--- src/rtl/bole_pkg.sv ---
`default_nettype none

package bole_pkg;

    // Request codes carried in the func field.
    localparam logic [2:0] FN_APPEND  = 3'd0;
    localparam logic [2:0] FN_INSERT  = 3'd1;
    localparam logic [2:0] FN_REMOVE  = 3'd2;
    localparam logic [2:0] FN_REPLACE = 3'd3;
    localparam logic [2:0] FN_FIND    = 3'd4;

    // Result status codes.
    localparam logic [1:0] STS_OK        = 2'd0;
    localparam logic [1:0] STS_FULL      = 2'd1;
    localparam logic [1:0] STS_EMPTY     = 2'd2;
    localparam logic [1:0] STS_NOT_FOUND = 2'd3;

    // One request item.
    typedef struct packed {
        logic [2:0]         func;
        logic signed [31:0] item_value;
        logic signed [31:0] new_value;
    } request_t;

    // One result item.
    typedef struct packed {
        logic [1:0] status;
        logic [4:0] position;
        logic [4:0] count;
    } result_t;

    // Update applied by every cell in the same cycle.
    typedef enum logic [2:0] {
        OP_NONE,
        OP_APPEND,
        OP_INSERT,
        OP_REMOVE,
        OP_REPLACE
    } cell_op_t;

    // Control broadcast from the sequencer to the row of cells.
    typedef struct packed {
        logic     cmp_en;
        cell_op_t op;
    } cell_cmd_t;

    // Sequencer states.
    typedef enum logic [1:0] {
        S_IDLE,
        S_MATCH,
        S_EXEC
    } state_t;

endpackage

`default_nettype wire

--- src/rtl/bounded_ordered_list_engine.sv ---
`default_nettype none

// Ordered list of up to DEPTH signed 32-bit entries held in a row of cells.
// Requests arrive on req (valid/ready) and each one produces exactly one
// result on rsp (valid/ready): a status, the 1-based matched or appended
// position, and the entry count after the request.
// Timing: an accepted request is compared in every cell in the compare pass
// (S_MATCH), and the list update and the registered result happen in the
// shift/write pass (S_EXEC) that follows it. A new request is taken in the
// same cycle the previous one completes, so the block works on one request
// at a time; the shift/write pass holds while a result waits in the output
// register.
// The first-match search ripples a single flag down the row of cells.
// Reset empties the list (count zero) and drops any pending result; the
// entry storage itself is not cleared, since only entries below the count
// are ever read.
// If the receiver holds rsp_ready low, the finished result stays in the
// output register; one further request can be accepted and compared, and it
// completes as soon as the output register frees up.
module bounded_ordered_list_engine #(
    parameter int unsigned DEPTH = 16
) (
    input  wire logic               clk,
    input  wire logic               rst_n,
    input  wire logic               req_valid,
    output logic                    req_ready,
    input  wire bole_pkg::request_t req,
    output logic                    rsp_valid,
    input  wire logic               rsp_ready,
    output bole_pkg::result_t       rsp
);
    import bole_pkg::*;

    localparam int unsigned   CW      = $clog2(DEPTH + 1);
    localparam logic [CW-1:0] DEPTH_C = CW'(DEPTH);

    state_t        state_reg;
    state_t        state_next;
    logic [CW-1:0] count_reg;
    logic [CW-1:0] count_next;
    logic          rsp_valid_reg;
    logic          rsp_valid_next;
    result_t       rsp_reg;
    result_t       rsp_next;
    request_t      req_reg;

    cell_cmd_t     cmd;
    logic [31:0]   wr_value;
    logic [31:0]   cell_value [DEPTH];
    logic          match_seen [DEPTH+1];
    logic [DEPTH-1:0] first_vec;
    logic [CW-1:0] match_pos;
    logic          found;
    logic          rsp_free;
    logic [1:0]    res_status;
    logic [CW-1:0] res_pos;
    logic [CW+4:0] pos_ext;
    logic [CW+4:0] cnt_ext;

    // Row of cells, each linked to its neighbors.
    assign match_seen[0] = 1'b0;
    assign wr_value  = (req_reg.func == FN_APPEND) ? req_reg.item_value : req_reg.new_value;

    for (genvar i = 0; i < DEPTH; i++)
    begin : g_cell
        logic [31:0] left_v;
        logic [31:0] right_v;

        if (i == 0)
        begin : g_head
            assign left_v = cell_value[i];
        end
        else
        begin : g_body
            assign left_v = cell_value[i-1];
        end

        if (i == DEPTH - 1)
        begin : g_tail
            assign right_v = cell_value[i];
        end
        else
        begin : g_mid
            assign right_v = cell_value[i+1];
        end

        bole_cell #(
            .IDX (i),
            .CW  (CW)
        ) u_cell (
            .clk         (clk),
            .cmd         (cmd),
            .count       (count_reg),
            .cmp_value   (req_reg.item_value),
            .wr_value    (wr_value),
            .left_value  (left_v),
            .right_value (right_v),
            .before_in   (match_seen[i]),
            .before_out  (match_seen[i+1]),
            .first       (first_vec[i]),
            .value       (cell_value[i])
        );
    end

    assign found = match_seen[DEPTH];

    // Encode the position of the single first-match cell.
    always_comb
    begin
        match_pos = '0;
        for (int i = 0; i < DEPTH; i++)
        begin
            if (first_vec[i])
            begin
                match_pos = match_pos | CW'(i + 1);
            end
        end
    end

    assign rsp_free = !rsp_valid_reg || rsp_ready;

    // Sequencer: accept, compare, then update and report.
    always_comb
    begin
        state_next     = state_reg;
        req_ready      = 1'b0;
        cmd.cmp_en     = 1'b0;
        cmd.op         = OP_NONE;
        count_next     = count_reg;
        rsp_valid_next = rsp_valid_reg && !rsp_ready;
        rsp_next       = rsp_reg;
        res_status     = STS_OK;
        res_pos        = '0;

        unique case (state_reg)
            S_IDLE:
            begin
                req_ready = 1'b1;
                if (req_valid)
                begin
                    state_next = S_MATCH;
                end
            end
            S_MATCH:
            begin
                cmd.cmp_en = 1'b1;
                state_next = S_EXEC;
            end
            S_EXEC:
            begin
                if (rsp_free)
                begin
                    unique case (req_reg.func) inside
                        FN_APPEND:
                        begin
                            if (count_reg == DEPTH_C)
                            begin
                                res_status = STS_FULL;
                            end
                            else
                            begin
                                cmd.op     = OP_APPEND;
                                count_next = count_reg + CW'(1);
                                res_pos    = count_next;
                            end
                        end
                        FN_INSERT:
                        begin
                            if (count_reg == DEPTH_C)
                            begin
                                res_status = STS_FULL;
                            end
                            else if (!found)
                            begin
                                res_status = STS_NOT_FOUND;
                            end
                            else
                            begin
                                cmd.op     = OP_INSERT;
                                count_next = count_reg + CW'(1);
                                res_pos    = match_pos;
                            end
                        end
                        FN_REMOVE, FN_REPLACE, FN_FIND:
                        begin
                            if (count_reg == '0)
                            begin
                                res_status = STS_EMPTY;
                            end
                            else if (!found)
                            begin
                                res_status = STS_NOT_FOUND;
                            end
                            else
                            begin
                                res_pos = match_pos;
                                if (req_reg.func == FN_REMOVE)
                                begin
                                    cmd.op     = OP_REMOVE;
                                    count_next = count_reg - CW'(1);
                                end
                                else if (req_reg.func == FN_REPLACE)
                                begin
                                    cmd.op = OP_REPLACE;
                                end
                            end
                        end
                        default:
                        begin
                            res_status = STS_OK;
                        end
                    endcase

                    rsp_valid_next   = 1'b1;
                    rsp_next.status  = res_status;
                    rsp_next.position = pos_ext[4:0];
                    rsp_next.count   = cnt_ext[4:0];
                    req_ready        = 1'b1;
                    state_next       = req_valid ? S_MATCH : S_IDLE;
                end
            end
            default:
            begin
                state_next = S_IDLE;
            end
        endcase
    end

    // Fit position and count into the 5-bit result fields.
    assign pos_ext = {5'd0, res_pos};
    assign cnt_ext = {5'd0, count_next};

    // Control registers.
    always_ff @(posedge clk or negedge rst_n)
    begin
        if (!rst_n)
        begin
            state_reg     <= S_IDLE;
            count_reg     <= '0;
            rsp_valid_reg <= 1'b0;
        end
        else
        begin
            state_reg     <= state_next;
            count_reg     <= count_next;
            rsp_valid_reg <= rsp_valid_next;
        end
    end

    // Payload registers.
    always_ff @(posedge clk)
    begin
        rsp_reg <= rsp_next;
        if (req_valid && req_ready)
        begin
            req_reg <= req;
        end
    end

    assign rsp_valid = rsp_valid_reg;
    assign rsp       = rsp_reg;

    // The count never exceeds the list capacity.
    a_count_bound: assert property (@(posedge clk) disable iff (!rst_n)
        count_reg <= DEPTH_C)
        else $error("entry count above capacity");

    // At most one cell claims the first match.
    a_first_onehot: assert property (@(posedge clk) disable iff (!rst_n)
        (state_reg == S_EXEC) |-> $onehot0(first_vec))
        else $error("several cells claim the first match");

    // The compare pass is always followed by the update pass.
    a_match_then_exec: assert property (@(posedge clk) disable iff (!rst_n)
        (state_reg == S_MATCH) |=> (state_reg == S_EXEC))
        else $error("compare pass not followed by update");

    // The count moves only while a request completes.
    a_count_exec_only: assert property (@(posedge clk) disable iff (!rst_n)
        (state_reg != S_EXEC) |=> $stable(count_reg))
        else $error("count changed outside the update pass");

    // An accepted request always enters the compare pass next.
    a_accept_to_match: assert property (@(posedge clk) disable iff (!rst_n)
        (req_valid && req_ready) |=> (state_reg == S_MATCH))
        else $error("accepted request did not start a compare");

endmodule

`default_nettype wire

--- src/rtl/bole_cell.sv ---
`default_nettype none

module bole_cell #(
    parameter int unsigned IDX = 0,
    parameter int unsigned CW  = 5
) (
    input  wire logic              clk,
    input  wire bole_pkg::cell_cmd_t cmd,
    input  wire logic [CW-1:0]     count,
    input  wire logic [31:0]       cmp_value,
    input  wire logic [31:0]       wr_value,
    input  wire logic [31:0]       left_value,
    input  wire logic [31:0]       right_value,
    input  wire logic              before_in,
    output logic                   before_out,
    output logic                   first,
    output logic [31:0]            value
);
    import bole_pkg::*;

    localparam logic [CW-1:0] IDX_C = CW'(IDX);

    logic [31:0] value_reg;
    logic [31:0] value_next;
    logic        match_reg;
    logic        match_next;

    // Compare against the searched value; only entries inside the list count.
    always_comb
    begin
        match_next = match_reg;
        if (cmd.cmp_en)
        begin
            match_next = (value_reg == cmp_value) && (IDX_C < count);
        end
    end

    // A match somewhere ahead of this cell marks the whole tail of the row.
    assign first      = match_reg & ~before_in;
    assign before_out = before_in | match_reg;
    assign value      = value_reg;

    // Entry update: write, take from the left neighbor, or take from the right.
    always_comb
    begin
        value_next = value_reg;
        case (cmd.op)
            OP_APPEND:
            begin
                if (IDX_C == count)
                begin
                    value_next = wr_value;
                end
            end
            OP_INSERT:
            begin
                if (first)
                begin
                    value_next = wr_value;
                end
                else if (before_in)
                begin
                    value_next = left_value;
                end
            end
            OP_REMOVE:
            begin
                if (before_out)
                begin
                    value_next = right_value;
                end
            end
            OP_REPLACE:
            begin
                if (first)
                begin
                    value_next = wr_value;
                end
            end
            default:
            begin
                value_next = value_reg;
            end
        endcase
    end

    always_ff @(posedge clk)
    begin
        value_reg <= value_next;
        match_reg <= match_next;
    end

endmodule

`default_nettype wire

--- config.mk ---
export PLATFORM = sky130hd
export DESIGN_NAME = bounded_ordered_list_engine
export DESIGN_NICKNAME = d
export VERILOG_FILES = /design/src/rtl/bole_pkg.sv /design/src/rtl/bounded_ordered_list_engine.sv /design/src/rtl/bole_cell.sv
export SDC_FILE = /design/constraint.sdc
export NUM_CORES = 2
export LEC_CHECK = 0
export BUFFER_PORTS_ARGS = -buffer_cell sky130_fd_sc_hd__buf_2
export CORE_UTILIZATION = 45
export DETAILED_ROUTE_END_ITERATION = 16
export PLACE_DENSITY = 0.73
export REMOVE_ABC_BUFFERS = 1
export SETUP_SLACK_MARGIN = 0.4
export SLEW_MARGIN = 20
export SYNTH_ARGS = -nofsm -noshare
export SYNTH_HDL_FRONTEND = slang
export SYNTH_SLANG_ARGS = --single-unit
--- constraint.sdc ---
create_clock -name clk -period 9.7 [get_ports clk]
set_input_delay 0.485 -clock clk [delete_from_list [all_inputs] [get_ports clk]]
set_output_delay 0.485 -clock clk [all_outputs]
set_load 0.02 [all_outputs]
==> impl_metrics.tcl <==
set metrics [dict create \
    io_buffer_count 84 \
    start_util 0.4568 \
    fin_hold_ws_ns 0.0001502 \
    grt_max_degree 223 \
    placement_rows 104 \
    globalRoute.totalOverflow 0 \
    dp_hpwl_um 98430 \
    synth-edff-count 607 \
    cts_setup_buffers 0 \
    cp.arrival_ns 5.90 \
    cts.path.max_buffers 3 \
    pre_cts_ws_ns 4.522 \
    tritoncts "built" \
    vias_per_cell 7.110 \
    clk_pin_slew_ns 0.07 \
    status "complete, no violations" \
    ys_types 77 \
    max_freq_ghz 0.1861 \
    antenna_found_initial 5 \
    vias 32128 \
    largest_reg_flops 512 \
    ant_nets 0 \
    grt_pass1_vias 28698 \
    setup_viol 0 \
    drt_pass1_iterations 9 \
    path_cells "inv_1 > ha_1 > nor4b_4 > nor3_2 > and2_0 > and2_4 > buf_4 > buf_4 > a221o_1" \
    cp-start-kind "flop" \
    yosysWarnings 0 \
    ir_worst_vdd_mv 0.1328 \
    place_congestion 1.097 \
    worst_path_most_repeated_cell "buf_4" \
    clk_latency_ns 0.66 \
    worst-setup-path-type "reg -> reg" \
    timing.final.crit_period_ns 5.373 \
    syn_to_final_growth_pct 9.806 \
    grt_pass1_wl_um 213300 \
    cp_slowest_stage_delay_ns 0.84 \
    drive_above_1_share 0.1087 \
    root_buffer "clkbuf_16" \
    fp.dieW_um 288.7 \
    critPathBufInv 3 \
    path_delay_family "simple AND/OR/NAND/NOR gates" \
    synth.avg_cell_area_um2 10.60 \
    drc 0 \
    min_period_over_period 0.5539 \
    utilization 0.5016 \
    power.leakage_uw 0.01397 \
    seq_area_frac_synth 0.4984 \
    min_path_type "in -> reg" \
    track_usage 0.3576 \
    synth_cells 3489 \
    die_y_um 288.7 \
    rsz0062_at_grt "false" \
    path_max_fanout 79 \
    cts_buffers 72 \
    io_pins 85 \
    wl_um 151700 \
    dieArea_um2 83320 \
    drtIter0Drc 6687 \
    final_nets 3484 \
    clkSinkCount 615 \
    cap_violations 0 \
    power.density_nw_per_um2 211.6 \
    p_total_uw 8592 \
    cts_max_level 3 \
    worstMarginPinSlew_ns 1.378 \
    relSlewSlack 0.07268 \
    endpoint_kind "flop" \
    synth-seq-cells 615 \
    worst_clock_skew_ns 0.03149 \
    hold_viol 0 \
    crit_required_ns 10.22 \
    synthArstFlopShare 0.01301 \
    synth_area_um2 36980 \
    wl_per_cell_um 33.58 \
    coreArea_um2 80940 \
    synth_flop_cell "edfxtp_1" \
    cp_slowest_cell "buf_4" \
    slew_violations 0 \
    finalWorstSetupSlack_ns 4.327 \
]
==> where the power goes <==
group | internal [µW] | switching [µW]
Combinational | 629 | 1480
Clock | 1530 | 1190
Sequential | 3410 | 358
==> Yosys cell counts (7+ instances only) <==
library cell	instances	share of area
edfxtp_1	607	0.49
a221o_1	435	0.12
a21oi_1	380	0.051
nor2_1	380	0.039
xor2_1	294	0.070
xnor2_1	222	0.053
clkbuf_1	211	0.021
nand2_1	174	0.018
o21ai_0	174	0.024
buf_2	129	0.017
nor4_1	83	0.014
nand4_1	69	0.012
nor3_1	44	0.0060
mux2i_1	32	0.0087
nand3_1	20	0.0027
nor2_2	20	0.0034
buf_4	17	0.0035
a2111oi_0	14	0.0033
inv_1	13	0.0013
a31oi_1	12	0.0020
buf_6	9	0.0027
o22ai_1	9	0.0015
dfrtp_1	8	0.0054
a211oi_1	7	0.0014
and2_1	7	0.0012
nand2b_1	7	0.0012
==> layout by cell type (no fill, tap or decap), types with 32 or more instances in the layout <==
cell	n
mux2i_1	32
xnor2_1	222
xor2_1	293
edfxtp_1	607
buf_2	84
a21oi_1	380
nor4_1	81
buf_4	119
nand2_1	173
nand4_1	69
nor2_1	379
nor3_1	39
a221o_1	435
clkbuf_16	74
o21ai_0	174
==> what timing repair did <==
action,4_1_cts,5_1_grt
hold buffers,5,3
endpoints found under the hold margin,12,3
resized for setup,0,0
==> per-layer routing <==
| metal | global-route usage | vias to the layer above | wire (µm) | share of wire |
|---|---|---|---|---|
| met3 | 0.1077 | 574 | 23140 | 0.15 |
| met2 | 0.5067 | 2977 | 62570 | 0.41 |
| met5 | 0 | - | 47 | 0.00031 |
| met4 | 0.2401 | 8 | 13090 | 0.086 |
| li1 | - | 13188 | - | - |
| met1 | 0.4700 | 15381 | 52880 | 0.35 |
==> layout make-up <==
type	instances	area (µm²)
fill	7285	40340
sequential	615	18430
multi-input combinational	2490	17060
clock buffer	97	1958
timing repair buffer	215	1473
tap	1060	1326
clock inverter	28	301.5
inverter	13	48.80
antenna	1	2.502
==> stage by stage <==
step	cell area, µm²	TNS (ns)	std cells
2_1_floorplan	35290	-9303.82	3118
3_3_place_gp	38210	0	4383
3_5_place_dp	38210	0	4383
4_1_cts	40520	0	4513
5_1_grt	40600	0	4518
6_report	40600	0	4519
==> worst paths after layout <==
| path | slack, ns | end | cells after the start | from |
|---|---|---|---|---|
| worst max-delay path | 4.33 | g_cell[12].u_cell.value[12] | 9 | count_reg[0] |
| worst min-delay path | 0.0002 | req_reg[39] | 1 | req[39] |
| worst max register to register | 4.33 | g_cell[12].u_cell.value[12] | 9 | count_reg[0] |
| worst min register to register | 0.52 | rsp_valid | 2 | rsp_valid |
| max in group asynchronous | 9.26 | count_reg[2] | 2 | rst_n |
| min in group asynchronous | 0.24 | count_reg[1] | 2 | rst_n |
==> cell families after synthesis <==
logic type               Yosys count  share of synthesized area
multiplexers                      32                   0.008663
adder cells (fa/ha/maj)            6                   0.002030
AND/OR/NAND/NOR                  858                     0.1097
AO/OA/AOI/OAI                   1078                     0.2121
XOR/XNOR                         516                     0.1222
buffers and inverters            384                    0.04690
flip-flops                       615                     0.4984
Note: power is estimated with default switching activity, not from simulation.
